## src/design/trop_pkg.sv

```systemverilog
// Package for the TFTP request option parser: parse state and result types,
// phase and status codes, keyword strings and byte helpers. No dependencies.
`default_nettype none
package trop_pkg;

   localparam int unsigned TOKEN_MAX_DEFAULT = 32;
   localparam logic [15:0] MAX_BLOCK_SIZE_RESET = 16'd65464;

   typedef enum logic [2:0] {
      PH_OPC_HI,
      PH_OPC_LO,
      PH_NAME,
      PH_MODE,
      PH_OPT,
      PH_VAL
   } phase_type;

   typedef enum logic [1:0] {
      TGT_NONE,
      TGT_BLK,
      TGT_TMO,
      TGT_TSZ
   } target_type;

   localparam logic [2:0] ST_OK          = 3'd0;
   localparam logic [2:0] ST_MALFORMED   = 3'd1;
   localparam logic [2:0] ST_TOO_LONG    = 3'd2;
   localparam logic [2:0] ST_BAD_DIGIT   = 3'd3;
   localparam logic [2:0] ST_RANGE       = 3'd4;
   localparam logic [2:0] ST_MISSING_VAL = 3'd5;

   localparam logic [1:0] KIND_NONE = 2'd0;
   localparam logic [1:0] KIND_NAME = 2'd1;
   localparam logic [1:0] KIND_MODE = 2'd2;

   localparam logic [7:0] CH_NUL     = 8'h00;
   localparam logic [7:0] CH_ZERO    = 8'h30;
   localparam logic [7:0] CH_NINE    = 8'h39;
   localparam logic [7:0] CH_UPPER_A = 8'h41;
   localparam logic [7:0] CH_UPPER_Z = 8'h5A;
   localparam logic [7:0] CASE_SHIFT = 8'h20;

   localparam logic [55:0] KW_BLKSIZE = "blksize";
   localparam logic [55:0] KW_TIMEOUT = "timeout";
   localparam logic [39:0] KW_TSIZE   = "tsize";
   localparam int unsigned KW_BLKSIZE_LEN = 7;
   localparam int unsigned KW_TIMEOUT_LEN = 7;
   localparam int unsigned KW_TSIZE_LEN   = 5;

   localparam logic [2:0] BYTE_COUNT_SAT = 3'd4;
   localparam logic [2:0] BYTE_COUNT_MIN = 3'd3;
   localparam logic [2:0] FLAGS_ALL      = 3'b111;

   typedef struct packed {
      logic        err;
      phase_type   phase;
      logic [2:0]  byte_count;
      logic [2:0]  match_flags;
      target_type  target;
      logic [31:0] acc;
      logic [15:0] opcode;
      logic        blk_given;
      logic [15:0] blk_value;
      logic        tmo_given;
      logic [7:0]  tmo_value;
      logic        tsz_given;
      logic [31:0] tsz_value;
   } parse_state_type;

   typedef struct packed {
      logic [7:0]  text_byte;
      logic [1:0]  text_kind;
      logic        done_res;
      logic [2:0]  status;
      logic [15:0] request_opcode;
      logic        blksize_given;
      logic [15:0] blksize_value;
      logic        timeout_given;
      logic [7:0]  timeout_value;
      logic        tsize_given;
      logic [31:0] tsize_value;
   } result_type;

   function automatic parse_state_type parse_reset_value();
      parse_state_type s;
      s             = '0;
      s.phase       = PH_OPC_HI;
      s.target      = TGT_NONE;
      s.match_flags = FLAGS_ALL;
      return s;
   endfunction

   function automatic logic [7:0] to_lower(input logic [7:0] c);
      return (c >= CH_UPPER_A && c <= CH_UPPER_Z) ? c + CASE_SHIFT : c;
   endfunction

   function automatic logic [7:0] blksize_char(input logic [2:0] idx);
      return KW_BLKSIZE[8 * (6 - int'(idx)) +: 8];
   endfunction

   function automatic logic [7:0] timeout_char(input logic [2:0] idx);
      return KW_TIMEOUT[8 * (6 - int'(idx)) +: 8];
   endfunction

   function automatic logic [7:0] tsize_char(input logic [2:0] idx);
      logic [2:0] i;
      i = (idx > 3'd4) ? 3'd4 : idx;
      return KW_TSIZE[8 * (4 - int'(i)) +: 8];
   endfunction

endpackage
`default_nettype wire

```

## src/design/trop_if.sv

```systemverilog
// Handshake channels of the TFTP request option parser: request byte channel
// and parse result channel. No dependencies.
`default_nettype none
interface trop_req_if;
   logic       valid;
   logic       ready;
   logic [7:0] packet_byte;
   logic       last_byte;

   modport source(output valid, output packet_byte, output last_byte, input ready);
   modport sink(input valid, input packet_byte, input last_byte, output ready);
endinterface

interface trop_rsp_if;
   logic        valid;
   logic        ready;
   logic [7:0]  text_byte;
   logic [1:0]  text_kind;
   logic        done_res;
   logic [2:0]  status;
   logic [15:0] request_opcode;
   logic        blksize_given;
   logic [15:0] blksize_value;
   logic        timeout_given;
   logic [7:0]  timeout_value;
   logic        tsize_given;
   logic [31:0] tsize_value;

   modport source(output valid, output text_byte, output text_kind, output done_res,
                  output status, output request_opcode, output blksize_given,
                  output blksize_value, output timeout_given, output timeout_value,
                  output tsize_given, output tsize_value, input ready);
   modport sink(input valid, input text_byte, input text_kind, input done_res,
                input status, input request_opcode, input blksize_given,
                input blksize_value, input timeout_given, input timeout_value,
                input tsize_given, input tsize_value, output ready);
endinterface
`default_nettype wire

```

## src/design/tftp_request_option_parser_unit.sv

```systemverilog
// TFTP request option parser, top level: input register, parse state,
// result register and the block size limit register.
// Depends on trop_pkg, trop_if (trop_req_if, trop_rsp_if) and trop_step.
//
// Usage
//   req_chan carries one packet byte per item, opcode bytes first, with
//   last_byte marking the final byte of the packet. Every request item gives
//   exactly one item on rsp_chan: a filename or lowercased mode byte with its
//   kind, and on the last byte or the first error, done_res with the status,
//   opcode and parsed options. After an error the remaining bytes give empty
//   items up to and including the last byte.
//   csr_write_enable / csr_write_data set max_block_size; write it only while
//   no item is in flight.
// Timing
//   An item taken from req_chan is held in the input register, parsed by
//   trop_step as it advances and shown on rsp_chan from the result register.
//   Throughput one item per cycle while rsp_chan is not stalled, set by the
//   combinational parse state loop through trop_step.
// Reset and stall
//   Reset (synchronous) empties both stages, returns the parse state to the
//   opcode phase and sets max_block_size to 65464. While rsp_chan is stalled
//   the result is held; one more item waits in the input register, after
//   which req_chan.ready drops.
`default_nettype none
module tftp_request_option_parser_unit #(
   parameter int unsigned TOKEN_MAX = trop_pkg::TOKEN_MAX_DEFAULT
) (
   input  logic              clock,
   input  logic              reset,
   trop_req_if.sink          req_chan,
   trop_rsp_if.source        rsp_chan,
   input  logic              csr_write_enable,
   input  logic [15:0]       csr_write_data
);
   import trop_pkg::*;

   localparam int unsigned TL_W = $clog2(TOKEN_MAX + 1);

   logic            in_valid_ff;
   logic [7:0]      in_byte_ff;
   logic            in_last_ff;
   logic            out_valid_ff;
   result_type      out_res_ff;
   result_type      out_res_in;
   parse_state_type state_ff;
   parse_state_type state_in;
   logic [TL_W-1:0] tok_len_ff;
   logic [TL_W-1:0] tok_len_in;
   logic [15:0]     max_blk_ff;
   logic            advance;
   logic            take;

   assign advance        = in_valid_ff && (!out_valid_ff || rsp_chan.ready);
   assign req_chan.ready = !in_valid_ff || advance;
   assign take           = req_chan.valid && req_chan.ready;

   trop_step #(
      .TOKEN_MAX(TOKEN_MAX)
   ) u_step (
      .state_cur     (state_ff),
      .tok_len_cur   (tok_len_ff),
      .packet_byte   (in_byte_ff),
      .last_byte     (in_last_ff),
      .max_block_size(max_blk_ff),
      .state_nxt     (state_in),
      .tok_len_nxt   (tok_len_in),
      .result        (out_res_in)
   );

   always_ff @(posedge clock) begin
      if (reset) begin
         in_valid_ff  <= 1'b0;
         out_valid_ff <= 1'b0;
         state_ff     <= parse_reset_value();
         tok_len_ff   <= '0;
         max_blk_ff   <= MAX_BLOCK_SIZE_RESET;
      end else begin
         if (take) begin
            in_valid_ff <= 1'b1;
         end else if (advance) begin
            in_valid_ff <= 1'b0;
         end
         if (advance) begin
            out_valid_ff <= 1'b1;
            state_ff     <= state_in;
            tok_len_ff   <= tok_len_in;
         end else if (rsp_chan.ready) begin
            out_valid_ff <= 1'b0;
         end
         if (csr_write_enable) begin
            max_blk_ff <= csr_write_data;
         end
      end
   end

   always_ff @(posedge clock) begin
      if (take) begin
         in_byte_ff <= req_chan.packet_byte;
         in_last_ff <= req_chan.last_byte;
      end
      if (advance) begin
         out_res_ff <= out_res_in;
      end
   end

   assign rsp_chan.valid          = out_valid_ff;
   assign rsp_chan.text_byte      = out_res_ff.text_byte;
   assign rsp_chan.text_kind      = out_res_ff.text_kind;
   assign rsp_chan.done_res       = out_res_ff.done_res;
   assign rsp_chan.status         = out_res_ff.status;
   assign rsp_chan.request_opcode = out_res_ff.request_opcode;
   assign rsp_chan.blksize_given  = out_res_ff.blksize_given;
   assign rsp_chan.blksize_value  = out_res_ff.blksize_value;
   assign rsp_chan.timeout_given  = out_res_ff.timeout_given;
   assign rsp_chan.timeout_value  = out_res_ff.timeout_value;
   assign rsp_chan.tsize_given    = out_res_ff.tsize_given;
   assign rsp_chan.tsize_value    = out_res_ff.tsize_value;

   a_status_only_when_done: assert property (@(posedge clock) disable iff (reset)
      out_valid_ff && !out_res_ff.done_res |-> out_res_ff.status == ST_OK)
      else $error("nonzero status on an item that is not done");

   a_no_text_on_error: assert property (@(posedge clock) disable iff (reset)
      out_valid_ff && out_res_ff.status != ST_OK |-> out_res_ff.text_kind == KIND_NONE)
      else $error("text byte passed on an error item");

   a_last_resets_state: assert property (@(posedge clock) disable iff (reset)
      advance && in_last_ff |=> state_ff.phase == PH_OPC_HI && !state_ff.err
                                && tok_len_ff == '0)
      else $error("parse state not back to start after last byte");

   a_token_bound: assert property (@(posedge clock) disable iff (reset)
      tok_len_ff <= TL_W'(TOKEN_MAX))
      else $error("token length beyond limit");

endmodule
`default_nettype wire

```

## src/design/trop_step.sv

```systemverilog
// One-byte parse step: next parse state and result item from the current
// state and one packet byte. Depends on trop_pkg.
`default_nettype none
module trop_step #(
   parameter int unsigned TOKEN_MAX = trop_pkg::TOKEN_MAX_DEFAULT,
   localparam int unsigned TL_W     = $clog2(TOKEN_MAX + 1)
) (
   input  trop_pkg::parse_state_type state_cur,
   input  logic [TL_W-1:0]           tok_len_cur,
   input  logic [7:0]                packet_byte,
   input  logic                      last_byte,
   input  logic [15:0]               max_block_size,
   output trop_pkg::parse_state_type state_nxt,
   output logic [TL_W-1:0]           tok_len_nxt,
   output trop_pkg::result_type      result
);
   import trop_pkg::*;

   logic [7:0]  lc;
   logic [2:0]  idx;
   logic [35:0] acc_wide;
   logic [31:0] v;
   logic [2:0]  status;
   logic [1:0]  tkind;
   logic [7:0]  tbyte;
   logic        done;

   assign lc  = to_lower(packet_byte);
   assign idx = tok_len_cur[2:0];
   assign v   = state_cur.acc;
   assign acc_wide = (36'(state_cur.acc) << 3) + (36'(state_cur.acc) << 1)
                     + 36'(packet_byte - CH_ZERO);

   always_comb begin
      state_nxt   = state_cur;
      tok_len_nxt = tok_len_cur;
      status      = ST_OK;
      tkind       = KIND_NONE;
      tbyte       = '0;
      done        = 1'b0;
      result      = '0;
      if (state_cur.err) begin
         if (last_byte) begin
            state_nxt   = parse_reset_value();
            tok_len_nxt = '0;
         end
      end else begin
         if (last_byte && state_cur.byte_count < BYTE_COUNT_MIN) begin
            status = ST_MALFORMED;
         end else begin
            if (state_cur.byte_count < BYTE_COUNT_SAT) begin
               state_nxt.byte_count = state_cur.byte_count + 3'd1;
            end
            priority if (state_cur.phase == PH_OPC_HI) begin
               state_nxt.opcode = {packet_byte, 8'h00};
               state_nxt.phase  = PH_OPC_LO;
            end else if (state_cur.phase == PH_OPC_LO) begin
               state_nxt.opcode = {state_cur.opcode[15:8], packet_byte};
               tok_len_nxt      = '0;
               state_nxt.phase  = PH_NAME;
            end else if (tok_len_cur >= TL_W'(TOKEN_MAX)) begin
               status = ST_TOO_LONG;
            end else begin
               unique case (state_cur.phase)
                  PH_NAME, PH_MODE: begin
                     tkind       = (state_cur.phase == PH_NAME) ? KIND_NAME : KIND_MODE;
                     tbyte       = (state_cur.phase == PH_NAME) ? packet_byte : lc;
                     tok_len_nxt = tok_len_cur + TL_W'(1);
                     if (packet_byte == CH_NUL) begin
                        tok_len_nxt     = '0;
                        state_nxt.phase = (state_cur.phase == PH_NAME) ? PH_MODE : PH_OPT;
                     end
                  end
                  PH_OPT: begin
                     if (packet_byte == CH_NUL) begin
                        priority if (state_cur.match_flags[0]
                                     && tok_len_cur == TL_W'(KW_BLKSIZE_LEN)) begin
                           state_nxt.target    = TGT_BLK;
                           state_nxt.blk_given = 1'b1;
                        end else if (state_cur.match_flags[1]
                                     && tok_len_cur == TL_W'(KW_TIMEOUT_LEN)) begin
                           state_nxt.target    = TGT_TMO;
                           state_nxt.tmo_given = 1'b1;
                        end else if (state_cur.match_flags[2]
                                     && tok_len_cur == TL_W'(KW_TSIZE_LEN)) begin
                           state_nxt.target    = TGT_TSZ;
                           state_nxt.tsz_given = 1'b1;
                        end else begin
                           state_nxt.target = TGT_NONE;
                        end
                        tok_len_nxt           = '0;
                        state_nxt.match_flags = FLAGS_ALL;
                        state_nxt.acc         = '0;
                        state_nxt.phase       = PH_VAL;
                     end else begin
                        if (tok_len_cur >= TL_W'(KW_BLKSIZE_LEN) || blksize_char(idx) != lc) begin
                           state_nxt.match_flags[0] = 1'b0;
                        end
                        if (tok_len_cur >= TL_W'(KW_TIMEOUT_LEN) || timeout_char(idx) != lc) begin
                           state_nxt.match_flags[1] = 1'b0;
                        end
                        if (tok_len_cur >= TL_W'(KW_TSIZE_LEN) || tsize_char(idx) != lc) begin
                           state_nxt.match_flags[2] = 1'b0;
                        end
                        tok_len_nxt = tok_len_cur + TL_W'(1);
                     end
                  end
                  PH_VAL: begin
                     if (packet_byte == CH_NUL) begin
                        unique case (state_cur.target)
                           TGT_TMO: begin
                              if (v == 32'd0 || v > 32'd255) begin
                                 status = ST_RANGE;
                              end else begin
                                 state_nxt.tmo_value = v[7:0];
                              end
                           end
                           TGT_BLK: begin
                              if (v < 32'd8) begin
                                 status = ST_RANGE;
                              end else if (v > 32'(max_block_size)) begin
                                 state_nxt.blk_value = max_block_size;
                              end else begin
                                 state_nxt.blk_value = v[15:0];
                              end
                           end
                           TGT_TSZ: begin
                              if (v == 32'd0) begin
                                 status = ST_RANGE;
                              end else begin
                                 state_nxt.tsz_value = v;
                              end
                           end
                           default: ;
                        endcase
                        tok_len_nxt     = '0;
                        state_nxt.acc   = '0;
                        state_nxt.phase = PH_OPT;
                     end else if (state_cur.target == TGT_NONE) begin
                        // unknown option: value bytes dropped
                     end else if (packet_byte >= CH_ZERO && packet_byte <= CH_NINE) begin
                        state_nxt.acc = (acc_wide[35:32] != 4'd0) ? 32'hFFFF_FFFF
                                                                  : acc_wide[31:0];
                        tok_len_nxt   = tok_len_cur + TL_W'(1);
                     end else begin
                        status = ST_BAD_DIGIT;
                     end
                  end
                  default: ;
               endcase
            end
            if (status == ST_OK && last_byte) begin
               priority if (state_nxt.blk_given && state_nxt.blk_value == 16'd0) begin
                  status = ST_MISSING_VAL;
               end else if (state_nxt.tmo_given && state_nxt.tmo_value == 8'd0) begin
                  status = ST_MISSING_VAL;
               end else if (state_nxt.tsz_given && state_nxt.tsz_value == 32'd0) begin
                  status = ST_MISSING_VAL;
               end else if (packet_byte != CH_NUL) begin
                  status = ST_MALFORMED;
               end else begin
               end
            end
         end
         if (status != ST_OK) begin
            done  = 1'b1;
            tbyte = '0;
            tkind = KIND_NONE;
         end
         if (last_byte) begin
            done = 1'b1;
         end
         result.text_byte = tbyte;
         result.text_kind = tkind;
         if (done) begin
            result.done_res       = 1'b1;
            result.status         = status;
            result.request_opcode = state_nxt.opcode;
            result.blksize_given  = state_nxt.blk_given;
            result.blksize_value  = state_nxt.blk_value;
            result.timeout_given  = state_nxt.tmo_given;
            result.timeout_value  = state_nxt.tmo_value;
            result.tsize_given    = state_nxt.tsz_given;
            result.tsize_value    = state_nxt.tsz_value;
         end
         if (last_byte) begin
            state_nxt   = parse_reset_value();
            tok_len_nxt = '0;
         end else if (status != ST_OK) begin
            state_nxt.err = 1'b1;
         end
      end
   end

endmodule
`default_nettype wire
```

## src/flat_wrapper.sv

```systemverilog
// flat-port wrapper written by rule: the top's interface ports become plain ports
module tftp_request_option_parser_unit_flat import trop_pkg::*;
#(
   parameter int unsigned TOKEN_MAX = trop_pkg::TOKEN_MAX_DEFAULT
)
  (clock, reset, csr_write_enable, csr_write_data, req_chan_valid, req_chan_packet_byte, req_chan_last_byte, req_chan_ready, rsp_chan_valid, rsp_chan_text_byte, rsp_chan_text_kind, rsp_chan_done_res, rsp_chan_status, rsp_chan_request_opcode, rsp_chan_blksize_given, rsp_chan_blksize_value, rsp_chan_timeout_given, rsp_chan_timeout_value, rsp_chan_tsize_given, rsp_chan_tsize_value, rsp_chan_ready);
  trop_req_if req_chan_i ();
  trop_rsp_if rsp_chan_i ();
  input  logic clock;
  input  logic reset;
  input  logic csr_write_enable;
  input  logic [15:0] csr_write_data;
  input wire logic [$bits(req_chan_i.valid)-1:0] req_chan_valid;
  input wire logic [$bits(req_chan_i.packet_byte)-1:0] req_chan_packet_byte;
  input wire logic [$bits(req_chan_i.last_byte)-1:0] req_chan_last_byte;
  output wire logic [$bits(req_chan_i.ready)-1:0] req_chan_ready;
  output wire logic [$bits(rsp_chan_i.valid)-1:0] rsp_chan_valid;
  output wire logic [$bits(rsp_chan_i.text_byte)-1:0] rsp_chan_text_byte;
  output wire logic [$bits(rsp_chan_i.text_kind)-1:0] rsp_chan_text_kind;
  output wire logic [$bits(rsp_chan_i.done_res)-1:0] rsp_chan_done_res;
  output wire logic [$bits(rsp_chan_i.status)-1:0] rsp_chan_status;
  output wire logic [$bits(rsp_chan_i.request_opcode)-1:0] rsp_chan_request_opcode;
  output wire logic [$bits(rsp_chan_i.blksize_given)-1:0] rsp_chan_blksize_given;
  output wire logic [$bits(rsp_chan_i.blksize_value)-1:0] rsp_chan_blksize_value;
  output wire logic [$bits(rsp_chan_i.timeout_given)-1:0] rsp_chan_timeout_given;
  output wire logic [$bits(rsp_chan_i.timeout_value)-1:0] rsp_chan_timeout_value;
  output wire logic [$bits(rsp_chan_i.tsize_given)-1:0] rsp_chan_tsize_given;
  output wire logic [$bits(rsp_chan_i.tsize_value)-1:0] rsp_chan_tsize_value;
  input wire logic [$bits(rsp_chan_i.ready)-1:0] rsp_chan_ready;
  assign req_chan_i.valid = req_chan_valid;
  assign req_chan_i.packet_byte = req_chan_packet_byte;
  assign req_chan_i.last_byte = req_chan_last_byte;
  assign req_chan_ready = req_chan_i.ready;
  assign rsp_chan_valid = rsp_chan_i.valid;
  assign rsp_chan_text_byte = rsp_chan_i.text_byte;
  assign rsp_chan_text_kind = rsp_chan_i.text_kind;
  assign rsp_chan_done_res = rsp_chan_i.done_res;
  assign rsp_chan_status = rsp_chan_i.status;
  assign rsp_chan_request_opcode = rsp_chan_i.request_opcode;
  assign rsp_chan_blksize_given = rsp_chan_i.blksize_given;
  assign rsp_chan_blksize_value = rsp_chan_i.blksize_value;
  assign rsp_chan_timeout_given = rsp_chan_i.timeout_given;
  assign rsp_chan_timeout_value = rsp_chan_i.timeout_value;
  assign rsp_chan_tsize_given = rsp_chan_i.tsize_given;
  assign rsp_chan_tsize_value = rsp_chan_i.tsize_value;
  assign rsp_chan_i.ready = rsp_chan_ready;
  tftp_request_option_parser_unit #(.TOKEN_MAX(TOKEN_MAX)) u_core (.clock(clock), .reset(reset), .req_chan(req_chan_i), .rsp_chan(rsp_chan_i), .csr_write_enable(csr_write_enable), .csr_write_data(csr_write_data));
endmodule
```

## config.mk

```make
export PLATFORM = sky130hd
export DESIGN_NAME = tftp_request_option_parser_unit_flat
export DESIGN_NICKNAME = d
export VERILOG_FILES = /design/src/design/trop_pkg.sv /design/src/design/trop_if.sv /design/src/design/tftp_request_option_parser_unit.sv /design/src/design/trop_step.sv /design/src/flat_wrapper.sv
export SDC_FILE = /design/constraint.sdc
export NUM_CORES = 1
export LEC_CHECK = 0
export CORE_MARGIN = 1
export CORE_UTILIZATION = 45
export DETAILED_ROUTE_END_ITERATION = 10
export DONT_BUFFER_PORTS = 1
export GPL_TIMING_DRIVEN = 0
export SLEW_MARGIN = 20
export SYNTH_ARGS = -nofsm -noshare
export SYNTH_HDL_FRONTEND = slang
export SYNTH_HIERARCHICAL = 1
export SYNTH_SLANG_ARGS = --single-unit
```

## constraint.sdc

```tcl
create_clock -name clock -period 14.8 [get_ports clock]
set_clock_uncertainty 0.05 [all_clocks]
set_input_delay 2.96 -clock clock [delete_from_list [all_inputs] [get_ports clock]]
set_output_delay 2.96 -clock clock [all_outputs]
set_load 0.05 [all_outputs]
```

==> results.md <==
- Final antenna-violating net count: 0
- Gpl congestion: just over 0.9
- R2R Path End: u_core/state_ff[100]
- Max-slew violations: 0
- DRC Markers: 0
- Hold_ws: roughly 0.42 ns
- PortBufs: 0
- Total grt overflow: 0
- Peak Freq: about 0.16 GHz
- Kind of critical path: in -> out
- Final Core Density: about half
- I/O Pins: roughly 120
- Required @ worst endpoint: 11.79 ns
- Rows: 71
- P_leak: approximately 6.9 nW
- Area share of the largest cell type after synthesis: between 10% and 20%
- Worst path bufs/invs: 0
- DRT iter0 DRCs: 1,419
- Number of enable flip-flop cells after synthesis: 98
- Endpoint, Worst Hold: u_core/state_ff[115]
- R2r startpoint: u_core/in_byte_ff[6]
- Worst-path cell chain: nor2b_4 > nand2_1
- DR pass1 iterations: 6
- Syn nets: 2,123
- Core Area: 37,800 um2
- CTS tree: yes
- Clk slew on worst S/H paths: approximately 0.060 ns
- Pre-CTS setup slack: ~8.4 ns
- Setup crit end kind: primary output
- Ys async rst share: 0%
- Max_cap viols: 0
- CP delay by family, top: simple AND/OR/NAND/NOR gates
- Avg Inst Size Synth: between 8 and 9 um2
- Number of synthesis warnings: 6
- Outcome: finished, final reports clean
- Post-synth top flop: dfxtp_1
- Die height: ~200 um
- Fraction of final layout cells with drive strength greater than 1: slightly below 8%
- Post-synthesis cell type count: 104
- Setup WS post-layout: between 8 and 9 ns
- CP Data Arrival Time: between 3 and 4 ns
- Startpoint types: primary input
- Critical Path Max Stage Delay: ~0.33 ns
- Nets: 2,157
- Die X: just under 200 um
- Hold depth: 2
- Average routed wire per standard cell: between 20 and 25 um
- Initial Util: ~46%
- Drt total wl: 54,800 um
- Top-count cell post-synth: nand2b_1
- Post-CTS Setup Inserts: 0
- Hold WC Path Type: reg -> reg
- Clock network latency to the later pin of the worst-skew pair: 0.58 ns
- Unrepaired setup endpoints after global routing: no
- DR vias/cell: just under 6
- GRT Total Usage: 27.7%
- Vias in the first global route: ~14,000
- Area grow syn2layout: 9.87%
- Sequential area share after synthesis: between 30% and 40%
- CTS Hold Buffers Added: 0
- Slew @ Worst Pin: ~0.98 ns
- Post-cts sizing count: 0
- PwrDens: slightly below 90 nW/um2
- Reg2Reg Depth: 22
- FF+latch count, synth: 241
- Finish-stage setup viols: 0
- Total power draw: between 0.0015 and 0.002 W
- Ranking of synthesized cells by area: edfxtp_1 (17%), dfxtp_1 (16%), mux2i_1 (11%)
- Num CTS Buffers: 29
- Critical-path top delay cell: nand2_1
- Commonest cells in the netlist: nand2b_1 (254), nand2_1 (237), mux2i_1 (194)
- Clk sink count: roughly 240
- Fin crit share: 43.4%
- Vias: between 10,000 and 15,000
- R2R setup slack: between 8 and 9 ns
- Global-route wire length before repair: ~84,000 um
- Worst vdd ir: ~0.090 mV
- Pin count of the biggest net entering global routing: 99
- Count of final hold-check violations: 0
- Final setup TNS: 0 ns
- Cells after Synth: roughly 2,000
- Worst Path Max Fanout: 4
- Full die area: approximately 39,000 um2
- Mapped Area: approximately 17,000 um2
- Fin crit period: about 6.4 ns
- Hold Startpoint: u_core/state_ff[115]
- CTS HTree Levels: 1
- Clock tree root buffer cell: clkbuf_16
- CTS max path bufs: 3
- DP HPWL: ~40,000 um
- Initial antenna violation count: 0
- Worst slew margin: between 30% and 40%
- Diodes inserted: 0
- Largest area contributor in the netlist: edfxtp_1
sequential cells by signal, indices dropped and copies added, names as in the netlist, 2 cells and up:
register / count
u_core/rsp_chan.text_byte: 8
u_core/rsp_chan.blksize_value: 16
u_core/state_ff: 119
u_core/in_byte_ff: 8
u_core/max_blk_ff: 16
u_core/rsp_chan.status: 3
u_core/rsp_chan.request_opcode: 16
u_core/rsp_chan.timeout_value: 8
u_core/rsp_chan.tsize_value: 32
u_core/rsp_chan.text_kind: 2
u_core/tok_len_ff: 6
worst max path at each step:
stage                              start             endpoint  cells past startpoint
floorplan           u_core/in_byte_ff[6]  u_core/state_ff[96]                     19
global placement    u_core/in_byte_ff[6]  u_core/state_ff[98]                     18
detailed placement        rsp_chan_ready       req_chan_ready                      2
CTS                       rsp_chan_ready       req_chan_ready                      2
global route              rsp_chan_ready       req_chan_ready                      2
finish                    rsp_chan_ready       req_chan_ready                      2
placed cells by master (no fill, tap or decap), drive strengths merged, types with 6 or more instances in the layout:
cell    count
a22oi      10
nand3      32
nor2      168
a221o      18
ha         65
mux2i     194
a211o      17
buf        40
o211ai      8
a21o       14
dfxtp     143
edfxtp     98
a21oi     172
and3        7
nand4      19
nand2b    255
inv        54
o21ai      81
or3         6
nand2     238
a31o        9
a31oi      11
o22a        8
fa         31
a211oi     15
clkbuf    133
clkinv      9
nor2b      21
o31ai       7
nor4       15
xor2        9
xnor2      36
nor3       28
cell families (layout without fill, tap and decap cells):
group,after synthesis,after routing,synth area share [%]
AO/OA/AOI/OAI,421,421,16.0
XOR/XNOR,45,45,2.26
adder cells (fa/ha/maj),96,96,8.23
buffers and inverters,189,245,5.40
flip-flops,241,241,33.3
multiplexers,197,197,11.3
AND/OR/NAND/NOR,808,808,23.4
layer usage:
metal | wire (um) | part of all wire [%] | GRT usage, % | up-vias
met3 | 3180 | 5.8 | 3.51 | 118
met5 | 0 | 0 | 0 | -
met1 | 24300 | 44 | 36.7 | 7186
met2 | 25200 | 46 | 45.5 | 539
li1 | - | - | - | 7119
met4 | 2180 | 4.0 | 11.8 | 0
report_power, final:
group	leakage [nW]	internal, W	switching [W]
registers	2.05	0.000710	0.0000513
clock network	0.502	0.000465	0.000306
logic	4.36	0.0000539	0.000104
final cells by class:
| type | instances | area [um2] |
|---|---|---|
| buffer | 137 | 749 |
| clock buffer | 35 | 779 |
| clock inverter | 18 | 248 |
| fill | 3647 | 18700 |
| inverter | 52 | 195 |
| multi-input combinational | 1567 | 10700 |
| sequential | 241 | 5810 |
| tap | 511 | 639 |
| timing repair buffer | 3 | 22.5 |
metrics by stage:
stage	area, um2	cells
after floorplan	17400	1997
after detailed placement	18100	2511
final	19100	2564
after CTS	19100	2564
after global routing	19100	2564
after global placement	18100	2508
(Power assumes the default switching activity.)
